File: src/rtl/ntfs_pkg.sv
// Shared constants for the nearest-track-first scheduler.
// No dependencies; imported by the top level.
`default_nettype none

package ntfs_pkg;

  // Request store size and track width
  localparam int MAX_REQUESTS = 32;
  localparam int TRACK_BITS   = 16;

  // Field widths of the stream items
  localparam int TRACK_FIELD_W = 16;
  localparam int POS_W         = 16;
  localparam int SEEK_W        = 22;
  localparam int OUT_DATA_W    = 40;

  // Derived sizes
  localparam int IDX_W  = (MAX_REQUESTS > 1) ? $clog2(MAX_REQUESTS) : 1;
  localparam int CNT_W  = $clog2(MAX_REQUESTS + 1);
  localparam int DIST_W = TRACK_BITS + 1;
  localparam int ADD_W  = ((TRACK_BITS > SEEK_W) ? TRACK_BITS : SEEK_W) + 1;

  localparam logic [SEEK_W-1:0] SEEK_MAX = {SEEK_W{1'b1}};

endpackage : ntfs_pkg

`default_nettype wire

File: src/rtl/nearest_track_first_scheduler_unit.sv
// Nearest-track-first (shortest seek first) track scheduler, top level.
// Depends on ntfs_pkg for sizes and widths.
`default_nettype none

// Usage
//   Write the start track on cfg_we_i/cfg_wdata_i while the block is idle.
//   Stream track requests on the slave side, one item per request; tlast
//   marks the final request of a batch and starts scheduling. Up to
//   MAX_REQUESTS requests are kept, later ones are dropped and flagged.
//   The master side then emits the start position followed by one item per
//   stored request in service order. The final item carries tlast, the
//   total seek distance in tdata and the overflow flag in tuser.
// Timing
//   A loading item is taken whenever tvalid and tready are high. After the last
//   item of a batch of N requests, each pick runs one shared distance/compare
//   unit over the N stored entries through the single read port of the
//   request store: N reads, a compare of each registered read, then one emit.
//   tready stays low from the last item of a batch until its final result
//   sits in the output register.
// Reset and stall
//   Reset clears the batch state, the head and the start track. A stalled
//   receiver holds the output item; the sequencer waits before each emit.
module nearest_track_first_scheduler_unit
  import ntfs_pkg::*;
(
  input  wire logic                     clk_i,
  input  wire logic                     rst_ni,
  // configuration: start_position
  input  wire logic                     cfg_we_i,
  input  wire logic [POS_W-1:0]         cfg_wdata_i,
  // request stream
  input  wire logic                     s_axis_tvalid_i,
  output logic                          s_axis_tready_o,
  input  wire logic [TRACK_FIELD_W-1:0] s_axis_tdata_i,   // [15:0] track
  input  wire logic                     s_axis_tlast_i,   // last
  // schedule stream
  output logic                          m_axis_tvalid_o,
  input  wire logic                     m_axis_tready_i,
  output logic [OUT_DATA_W-1:0]         m_axis_tdata_o,   // [15:0] position,
                                                          // [37:16] seek total, pad
  output logic                          m_axis_tlast_o,   // final_res
  output logic                          m_axis_tuser_o    // overflow
);

  typedef enum logic [1:0] {
    ST_LOAD,
    ST_START,
    ST_SCAN,
    ST_STEP
  } state_e;

  state_e                  state_q, state_d;
  logic [POS_W-1:0]        start_q, start_d;
  logic [CNT_W-1:0]        count_q, count_d;
  logic [MAX_REQUESTS-1:0] served_q, served_d;
  logic [TRACK_BITS-1:0]   head_q, head_d;
  logic [SEEK_W-1:0]       seek_q, seek_d;
  logic                    dropped_q, dropped_d;
  logic [CNT_W-1:0]        pick_q, pick_d;
  logic [CNT_W-1:0]        scan_q, scan_d;
  logic                    cmp_vld_q, cmp_vld_d;
  logic [IDX_W-1:0]        cmp_idx_q, cmp_idx_d;
  logic [DIST_W-1:0]       best_dist_q, best_dist_d;
  logic [IDX_W-1:0]        best_idx_q, best_idx_d;
  logic [TRACK_BITS-1:0]   best_trk_q, best_trk_d;
  logic                    out_vld_q, out_vld_d;
  logic [POS_W-1:0]        out_pos_q, out_pos_d;
  logic [SEEK_W-1:0]       out_seek_q, out_seek_d;
  logic                    out_last_q, out_last_d;
  logic                    out_user_q, out_user_d;

  // request store, one write and one registered read port
  logic [TRACK_BITS-1:0]   mem_q [MAX_REQUESTS];
  logic [TRACK_BITS-1:0]   rd_q;
  logic                    wr_en;
  logic [IDX_W-1:0]        wr_addr;
  logic [TRACK_BITS-1:0]   wr_data;
  logic                    rd_en;
  logic [IDX_W-1:0]        rd_addr;

  logic                    in_acc;
  logic                    out_free;
  logic [TRACK_BITS-1:0]   head_gap;
  logic [ADD_W-1:0]        sum_wide;
  logic [SEEK_W-1:0]       sum_sat;

  assign in_acc   = s_axis_tvalid_i && s_axis_tready_o;
  assign out_free = !out_vld_q || m_axis_tready_i;

  // shared distance unit: current store entry against the head
  assign head_gap = (rd_q > head_q) ? (rd_q - head_q) : (head_q - rd_q);

  // saturating seek accumulate of the picked distance
  assign sum_wide = ADD_W'(seek_q) + ADD_W'(best_dist_q[TRACK_BITS-1:0]);
  assign sum_sat  = (sum_wide > ADD_W'(SEEK_MAX)) ? SEEK_MAX : sum_wide[SEEK_W-1:0];

  always_comb begin
    state_d     = state_q;
    start_d     = start_q;
    count_d     = count_q;
    served_d    = served_q;
    head_d      = head_q;
    seek_d      = seek_q;
    dropped_d   = dropped_q;
    pick_d      = pick_q;
    scan_d      = scan_q;
    cmp_vld_d   = cmp_vld_q;
    cmp_idx_d   = cmp_idx_q;
    best_dist_d = best_dist_q;
    best_idx_d  = best_idx_q;
    best_trk_d  = best_trk_q;
    out_vld_d   = out_vld_q;
    out_pos_d   = out_pos_q;
    out_seek_d  = out_seek_q;
    out_last_d  = out_last_q;
    out_user_d  = out_user_q;
    wr_en       = 1'b0;
    wr_addr     = count_q[IDX_W-1:0];
    wr_data     = TRACK_BITS'(s_axis_tdata_i);
    rd_en       = 1'b0;
    rd_addr     = scan_q[IDX_W-1:0];

    if (cfg_we_i) begin
      start_d = cfg_wdata_i;
    end

    // drop the output item once taken
    if (out_vld_q && m_axis_tready_i) begin
      out_vld_d = 1'b0;
    end

    case (state_q)
      ST_LOAD: begin
        if (in_acc) begin
          if (count_q < CNT_W'(MAX_REQUESTS)) begin
            wr_en   = 1'b1;
            count_d = count_q + 1'b1;
          end else begin
            dropped_d = 1'b1;
          end
          if (s_axis_tlast_i) begin
            head_d  = TRACK_BITS'(start_q);
            seek_d  = '0;
            state_d = ST_START;
          end
        end
      end
      ST_START: begin
        if (out_free) begin
          out_vld_d  = 1'b1;
          out_pos_d  = POS_W'(head_q);
          out_seek_d = '0;
          if (count_q == '0) begin
            out_last_d = 1'b1;
            out_user_d = dropped_q;
            served_d   = '0;
            count_d    = '0;
            seek_d     = '0;
            dropped_d  = 1'b0;
            state_d    = ST_LOAD;
          end else begin
            out_last_d  = 1'b0;
            out_user_d  = 1'b0;
            pick_d      = '0;
            scan_d      = '0;
            cmp_vld_d   = 1'b0;
            best_dist_d = '1;
            state_d     = ST_SCAN;
          end
        end
      end
      ST_SCAN: begin
        // issue the next read
        cmp_vld_d = 1'b0;
        if (scan_q != count_q) begin
          rd_en     = 1'b1;
          cmp_vld_d = 1'b1;
          cmp_idx_d = scan_q[IDX_W-1:0];
          scan_d    = scan_q + 1'b1;
        end
        // compare the entry read last cycle; strict less keeps the earliest
        if (cmp_vld_q && !served_q[cmp_idx_q] && ({1'b0, head_gap} < best_dist_q)) begin
          best_dist_d = {1'b0, head_gap};
          best_idx_d  = cmp_idx_q;
          best_trk_d  = rd_q;
        end
        if ((scan_q == count_q) && !cmp_vld_q) begin
          state_d = ST_STEP;
        end
      end
      ST_STEP: begin
        if (out_free) begin
          served_d[best_idx_q] = 1'b1;
          seek_d    = sum_sat;
          head_d    = best_trk_q;
          out_vld_d = 1'b1;
          out_pos_d = POS_W'(best_trk_q);
          if (pick_q == (count_q - 1'b1)) begin
            out_seek_d = sum_sat;
            out_last_d = 1'b1;
            out_user_d = dropped_q;
            served_d   = '0;
            count_d    = '0;
            seek_d     = '0;
            dropped_d  = 1'b0;
            state_d    = ST_LOAD;
          end else begin
            out_seek_d  = '0;
            out_last_d  = 1'b0;
            out_user_d  = 1'b0;
            pick_d      = pick_q + 1'b1;
            scan_d      = '0;
            best_dist_d = '1;
            state_d     = ST_SCAN;
          end
        end
      end
      default: begin
        state_d = ST_LOAD;
      end
    endcase
  end

  always_ff @(posedge clk_i or negedge rst_ni) begin
    if (!rst_ni) begin
      state_q     <= ST_LOAD;
      start_q     <= '0;
      count_q     <= '0;
      served_q    <= '0;
      head_q      <= '0;
      seek_q      <= '0;
      dropped_q   <= 1'b0;
      pick_q      <= '0;
      scan_q      <= '0;
      cmp_vld_q   <= 1'b0;
      cmp_idx_q   <= '0;
      best_dist_q <= '1;
      best_idx_q  <= '0;
      best_trk_q  <= '0;
      out_vld_q   <= 1'b0;
      out_pos_q   <= '0;
      out_seek_q  <= '0;
      out_last_q  <= 1'b0;
      out_user_q  <= 1'b0;
    end else begin
      state_q     <= state_d;
      start_q     <= start_d;
      count_q     <= count_d;
      served_q    <= served_d;
      head_q      <= head_d;
      seek_q      <= seek_d;
      dropped_q   <= dropped_d;
      pick_q      <= pick_d;
      scan_q      <= scan_d;
      cmp_vld_q   <= cmp_vld_d;
      cmp_idx_q   <= cmp_idx_d;
      best_dist_q <= best_dist_d;
      best_idx_q  <= best_idx_d;
      best_trk_q  <= best_trk_d;
      out_vld_q   <= out_vld_d;
      out_pos_q   <= out_pos_d;
      out_seek_q  <= out_seek_d;
      out_last_q  <= out_last_d;
      out_user_q  <= out_user_d;
    end
  end

  always_ff @(posedge clk_i) begin
    if (wr_en) begin
      mem_q[wr_addr] <= wr_data;
    end
    if (rd_en) begin
      rd_q <= mem_q[rd_addr];
    end
  end

  assign s_axis_tready_o = (state_q == ST_LOAD);
  assign m_axis_tvalid_o = out_vld_q;
  assign m_axis_tdata_o  = {(OUT_DATA_W - SEEK_W - POS_W)'(0), out_seek_q, out_pos_q};
  assign m_axis_tlast_o  = out_last_q;
  assign m_axis_tuser_o  = out_user_q;

  // the fill count never passes the store size
  a_count_bound: assert property (@(posedge clk_i) disable iff (!rst_ni)
    count_q <= CNT_W'(MAX_REQUESTS))
    else $error("request count exceeds store size");

  // a pick about to be emitted exists and was never served before
  a_pick_unserved: assert property (@(posedge clk_i) disable iff (!rst_ni)
    (state_q == ST_STEP) |-> (!served_q[best_idx_q] && (best_dist_q != '1)))
    else $error("emitted pick is served or missing");

  // overflow only shows on the final item
  a_ovf_final: assert property (@(posedge clk_i) disable iff (!rst_ni)
    (m_axis_tvalid_o && m_axis_tuser_o) |-> m_axis_tlast_o)
    else $error("overflow flag on non-final item");

  // seek total is zero on every non-final item
  a_seek_final: assert property (@(posedge clk_i) disable iff (!rst_ni)
    (m_axis_tvalid_o && !m_axis_tlast_o) |-> (out_seek_q == '0))
    else $error("seek total on non-final item");

  // no input is taken while a schedule is running
  a_no_load_busy: assert property (@(posedge clk_i) disable iff (!rst_ni)
    (in_acc && s_axis_tlast_i) |=> !s_axis_tready_o)
    else $error("ready while scheduling");

endmodule : nearest_track_first_scheduler_unit

`default_nettype wire
File: config.mk
export PLATFORM = sky130hd
export DESIGN_NAME = nearest_track_first_scheduler_unit
export DESIGN_NICKNAME = d
export VERILOG_FILES = /design/src/rtl/ntfs_pkg.sv /design/src/rtl/nearest_track_first_scheduler_unit.sv
export SDC_FILE = /design/constraint.sdc
export NUM_CORES = 1
export LEC_CHECK = 0
export BUFFER_PORTS_ARGS = -buffer_cell sky130_fd_sc_hd__buf_2
export CAP_MARGIN = 20
export CORE_MARGIN = 3
export CORE_UTILIZATION = 38
export CTS_CLUSTER_DIAMETER = 80
export DETAILED_ROUTE_END_ITERATION = 6
export PLACE_DENSITY = 0.63
export SLEW_MARGIN = 20
export SYNTH_ARGS = -nofsm -noshare
export SYNTH_HDL_FRONTEND = slang
export SYNTH_SLANG_ARGS = --single-unit
File: constraint.sdc
create_clock -name clk_i -period 4.84 [get_ports clk_i]
set_input_delay 0.484 -clock clk_i [delete_from_list [all_inputs] [get_ports clk_i]]
set_output_delay 0.484 -clock clk_i [all_outputs]
set_load 0.005 [all_outputs]
Word-level counts from Yosys, hierarchy flattened
Memory sizes are Yosys's and may differ from the RTL's. A register that Yosys moved wholly into a read port is not among the register bits.
Index checks and enable logic that the tools add are counted.
- bits in registers: 192
- memory bits (writable): 512
- output and inout bits: 44
- memories kept: 1
- memories (name ; words ; bits a word ; rd ports ; clocked after memory_dff ; write ports ; RTL line ; source):
    mem_q ; 32 ; 16 ; 1 ; 1 ; 1 ; nearest_track_first_scheduler_unit.sv:73 ; logic [TRACK_BITS-1:0] mem_q [MAX_REQUESTS];
- add/sub/neg operators: 7
- magnitude comparators: 7
- equal/unequal tests: 19
- muxes and demuxes: 88
- bitwise logic cells: 1
- reductions and logical operators: 31
- operators by type and width (kind ; number):
    22-bit two-way mux ; 10
    32-bit two-way mux ; 4
    17-bit two-way mux ; 5
    16-bit two-way mux ; 5
    6-bit two-way mux ; 13
    22-bit one-hot mux with 3 select lines ; 1
    16-bit one-hot mux with 2 select lines ; 2
    32-bit one-hot mux with 2 select lines ; 1
    17-bit one-hot mux with 3 select lines ; 1
    22-bit one-hot mux with 2 select lines ; 1
    6-bit one-hot mux with 3 select lines ; 2
    32-bit OR ; 1
    16-bit subtractor ; 2
    1-bit two-way mux ; 28
    22-bit by 16-bit adder with 23-bit output ; 1
    23-bit by 22-bit > comparator with 1-bit output (second input constant) ; 1
    2-bit != test (second input constant) ; 10
    6-bit by 1-bit adder with 6-bit output (second input constant) ; 3
    6-bit AND reduction ; 3
    16-bit by 17-bit < comparator with 1-bit output ; 1
    16-bit > comparator ; 1
    2-bit two-way mux ; 7
    7-bit AND reduction ; 2
    6-bit equality test ; 2
    26 further kinds ; 46

Depth between registers and ports, before layout
- depth after elaboration: 8
- depth in mapped cells: 23
- mapped depth without buffers: 21

Worst setup path after synthesis
No wires, ideal clock.
- path type: reg-to-reg
- start: register head_q[0]
- end: register best_idx_q[0]
- library setup time: 128 ps
- arrival time: 4108 ps
- path slack: 605 ps
- cell stages (with the launch flop): 21
- path buffers: 2
- period minus slack after synthesis: 4235 ps
- cells stage by stage: dfrtp_1 > ha_1 > fa_1 > nor2b_1 > o2111ai_1 > nand3_1 > a31oi_1 > nor2_2 > buf_6 > nor2_1 > a311oi_1 > xnor2_1 > ha_1 > nand2_1 > nand2_1 > a221oi_1 > o21ai_0 > a21o_1 > a211o_1 > buf_6 > mux2_1
- word-level cells in the longest chain between the ends: 5
- elaborated cells on any way between the ends: 7
- RTL lines (element ; RTL line ; source):
    start: declaration ; nearest_track_first_scheduler_unit.sv:56 ; logic [TRACK_BITS-1:0] head_q, head_d;
    start signal: assignment ; nearest_track_first_scheduler_unit.sv:230 ; head_q <= '0;
    start signal: assignment ; nearest_track_first_scheduler_unit.sv:250 ; head_q <= head_d;
    16-bit subtractor or 16-bit > comparator (tied branches) ; nearest_track_first_scheduler_unit.sv:91 ; assign head_gap = (rd_q > head_q) ? (rd_q - head_q) : (head_q - rd_q);
    16-bit two-way mux (*) ; nearest_track_first_scheduler_unit.sv:91 ;
    16-bit by 17-bit < comparator with 1-bit output (*) ; nearest_track_first_scheduler_unit.sv:182 ; if (cmp_vld_q && !served_q[cmp_idx_q] && ({1'b0, head_gap} < best_dist_q)) begin
    1-bit logical AND (*) ; nearest_track_first_scheduler_unit.sv:182 ;
    2-bit AND reduction (no source line) (*) ; - ;
    end signal: assignment ; nearest_track_first_scheduler_unit.sv:258 ; best_idx_q <= best_idx_d;
    end: declaration ; nearest_track_first_scheduler_unit.sv:64 ; logic [IDX_W-1:0] best_idx_q, best_idx_d;
Mark *: on every way between the ends. The rest lies on a longest branch, timed or not.
A chain may end at the register's enable or synchronous reset.

Final worst setup path
- start: register head_q[0]
- end: register best_idx_q[2]
Same word-level chain as after synthesis.

==> results.py <==
metrics = {
    "clocking": {
        "clock_tree_from_tritoncts": "yes",
        "clk_pin_slew_ps": 60,
        "cts_root_buffer": "sky130_fd_sc_hd__clkbuf_16",
        "cts_buf_count": 73,
        "cts.sinks": 720,
        "ctsHtreeMaxLevel": 3,
        "bufs_on_longest_clock_path": 3,
        "worst_skew_pair.late_latency_ps": 620,
    },
    "power_and_ir_drop": {
        "static-leakage-power_nw": 13.2,
        "power_density_nw_per_um2": 610,
        "netSwitchingFraction_pct": 35.0,
        "vdd_drop_max_mv": 0.364,
        "power.share.sequential_pct": 36.4,
        "switchingPower_mw": 7.59,
        "power.share.clock_pct": 25.9,
        "p_int_mw": 14.1,
        "comb_power_share_pct": 37.6,
        "design_power_total_mw": 21.7,
    },
    "cells_and_area": {
        "regArea_um2": 20700,
        "final_net_count": 2221,
        "n_fill_cell": 7079,
        "post_route_cell_area_um2": 35600,
        "area_growth_syn_to_layout_pct": 14.3,
        "combined_area_of_the_multi_input_logic_cells_um2": 9830,
        "drive_above_1_share_pct": 24.8,
    },
    "detailed_routing": {
        "number_of_vias_per_cell_after_detailed_routing": 5.49,
        "routed_wire_length_per_instance_um": 22.6,
        "via_count": 17700,
        "drtIter0Drc": 1564,
        "drt_drc": 0,
        "detail-route-antenna-nets": 0,
        "detailedRoute.firstPassIterationCount": 7,
        "aggregate_routed_wire_length_um": 73000,
    },
    "min_path": {
        "start_point_of_the_worst_min_delay_path": "cfg_wdata_i[15]",
        "timing.hold.worst_path_depth": 2,
        "worst_hold_path_type": "input pin to flip-flop",
        "worstHoldEndpoint": "start_q[15]",
    },
    "status": {
        "outcome": "finished clean",
    },
    "logic_synthesis": {
        "yosysMostFrequentCell": "sky130_fd_sc_hd__edfxtp_1",
        "proportion_of_synthesized_chip_area_in_sequential_cells_pct": 66.4,
        "avg_synthesized_cell_area_um2": 15.7,
        "syn-instance-count": 1982,
        "synth-edff-count": 528,
        "post-synth-top-area-cell": "sky130_fd_sc_hd__edfxtp_1",
        "ys_top_cells_by_count": "sky130_fd_sc_hd__edfxtp_1 (528), sky130_fd_sc_hd__dfrtp_1 (175), sky130_fd_sc_hd__mux4_2 (169)",
        "mappedNetlistArea_um2": 31200,
        "synth_top_area_share_pct": 50.9,
        "asyncSetResetFlopFracSynth_pct": 26.7,
        "yosys.cell_types.count": 74,
        "synth_seq_cells": 720,
        "post_synth_main_area_contributors": "sky130_fd_sc_hd__edfxtp_1 (51%), sky130_fd_sc_hd__dfrtp_1 (14%), sky130_fd_sc_hd__mux4_2 (12%)",
        "ys.flop_type": "sky130_fd_sc_hd__edfxtp_1",
        "synth.yosys.warnings": 0,
    },
    "placement": {
        "gp_congestion": 0.887,
        "io_buffer_count": 79,
        "post-dp-hpwl_um": 46200,
        "placed_inst_area_um2": 33100,
    },
    "global_route": {
        "wire_length_of_the_first_global_routing_pass_um": 111000,
        "grt_overflow": 0,
        "grt_max_degree": 99,
        "initial_antenna_violation_count": 5,
        "first_global_vias": 17800,
        "grtUsageTotal_pct": 17.1,
    },
    "setup_path": {
        "worst-r2r-setup-slack_ps": 340,
        "worstSetupPathType": "flip-flop to flip-flop",
        "worstSetupStartpoint": "head_q[0]",
        "timing.rr.start": "head_q[0]",
        "required_ps": 5330,
        "rr_endpoint": "best_idx_q[2]",
        "worst_r2r_path_depth": 19,
        "crit_arrival_ps": 4990,
        "kind_of_end_point_of_the_critical_path": "flip-flop",
        "worstPathCellList": "ha_1 > fa_1 > nor2b_1 > o2111ai_1 > nand3_1 > a31oi_4 > nor2_4 > nor2_1 > a311oi_1 > xnor2_1 > ha_1 > nand2_1 > nand2_1 > a221oi_1 > o21ai_0 > a21o_1 > a211o_2 > buf_4 > mux2_1",
        "critical_path.max_fanout": 15,
        "slowest_delay_ps": 410,
        "setup.worst_path.start_class": "flip-flop",
        "cell_with_the_largest_stage_delay_on_the_worst_path": "sky130_fd_sc_hd__dfrtp_1",
    },
    "timing": {
        "final.min_clock_period_ps": 4500,
        "final_max_tran_viols": 0,
        "slew_headroom_pct": 37.2,
        "finalSetupViolCount": 0,
        "rsz_0062_raised_after_global_routing": "false",
        "tightestPinTransition_ps": 942,
        "finalHoldViolations": 0,
        "min_period_over_period_pct": 93.1,
        "totalNegativeSetupSlack_ps": 0,
        "fin_skew_ps": 19.1,
        "fmaxAchievable_mhz": 222,
    },
    "flow_run": {
        "max_cap_violations": 0,
    },
    "floorplan": {
        "die_w_um": 292,
        "initial_utilization_pct": 38.5,
        "boundaryPins": 82,
        "floorplan.rows": 104,
        "coreArea_um2": 80900,
        "chipHeight_um": 292,
        "die_area_um2": 85500,
    },
}
metal layers:
layer / vias up / wire length, um / track usage (%)
li1: 7849 / - / -
met1: 9234 / 31700 / 24.0
met2: 529 / 35500 / 28.0
met3: 104 / 4560 / 3.24
met4: 6 / 1190 / 3.56
met5: - / 54 / 0
final cells by class:
class / instances / share of cell area, %
Antenna cell: 1 / 0.00703
Clock buffer: 94 / 5.52
Clock inverter: 39 / 1.20
Inverter: 72 / 0.759
Multi-Input combinational cell: 1084 / 27.6
Sequential cell: 720 / 58.1
Tap cell: 1060 / 3.73
Timing Repair Buffer: 160 / 3.04
cells in the final DEF (no fill, tap or decap), types with 71 or more instances in the layout:
cell                        Yosys  layout
sky130_fd_sc_hd__nor2_1       129     112
sky130_fd_sc_hd__a21oi_1       75      75
sky130_fd_sc_hd__buf_2         21      78
sky130_fd_sc_hd__clkbuf_16      0      74
sky130_fd_sc_hd__buf_4          4      74
sky130_fd_sc_hd__dfrtp_1      175     170
sky130_fd_sc_hd__edfxtp_1     528     528
sky130_fd_sc_hd__o21ai_0      117     116
sky130_fd_sc_hd__inv_1         71      71
sky130_fd_sc_hd__mux4_2       169     169
sky130_fd_sc_hd__nand2_1      145     144
worst max path at each step:
stage	end	slack, ps
final	best_idx_q[2]	340
after global routing	best_dist_q[0]	20
after CTS	best_dist_q[0]	110
after detailed placement	best_dist_q[0]	130
after global placement	best_dist_q[0]	240
after floorplan	best_idx_q[0]	600
stage by stage:
| step | setup WS (ps) | hold WS, ps | utilization, % | cells |
|---|---|---|---|---|
| after floorplan | 605 | 188 | - | 1983 |
| after global placement | 236 | 458 | 40.9 | 3093 |
| after detailed placement | 130 | 465 | 40.9 | 3093 |
| after CTS | 110 | 62.7 | 43.9 | 3227 |
| after global routing | 19.9 | 75.9 | 44.0 | 3229 |
| final | 336 | 97.4 | 44.0 | 3230 |
cells by family after synthesis:
logic type / count (synthesis) / synth area share [%]
AOI/OAI and AO/OA: 317 / 6.30
xor gates and xnor gates: 50 / 1.41
adders and majority gates: 72 / 2.96
buffers and inverters: 179 / 2.36
DFF: 720 / 66.4
muxes: 248 / 14.9
other: 1 / 0.0120
and+or+nand+nor: 395 / 5.67
sequential cells by signal (all words and copies together), names as in the netlist, 2 cells and up:
name,cells
best_dist_q,17
out_pos_q,16
state_q,2
cmp_idx_q,5
head_q,16
rd_q,16
mem_q,512
served_q,32
start_q,16
best_idx_q,5
pick_q,6
out_seek_q,22
count_q,6
seek_q,22
best_trk_q,16
scan_q,6
worst max-delay path: cells and delay by family (launching register included):
family	cells	cell delay (ps)
compound gates	7	1540
fa+ha+maj	3	920
simple gates	6	780
flops	1	410
mux	1	320
buf+inv	1	210
xor+xnor	1	190
power groups by stage:
stage          Sequential, mW  Clock (mW)  Combinational [mW]
2_1_floorplan            7.68           0                6.08
3_3_place_gp             8.01           0                7.98
3_5_place_dp             8.04           0                8.10
4_1_cts                  7.92        5.75                8.16
5_1_grt                  8.00        6.01                9.05
6_report                 7.91        5.63                8.17
repair_timing:
item | 4_1_cts | 5_1_grt
endpoints found under the hold margin | 77 | 0
hold buffers | 1 | 0
gates resized for setup | 0 | 10
buffers inserted | 0 | 2
endpoints found under the setup margin | 0 | 35
Note: power is estimated with default switching activity, not from simulation.
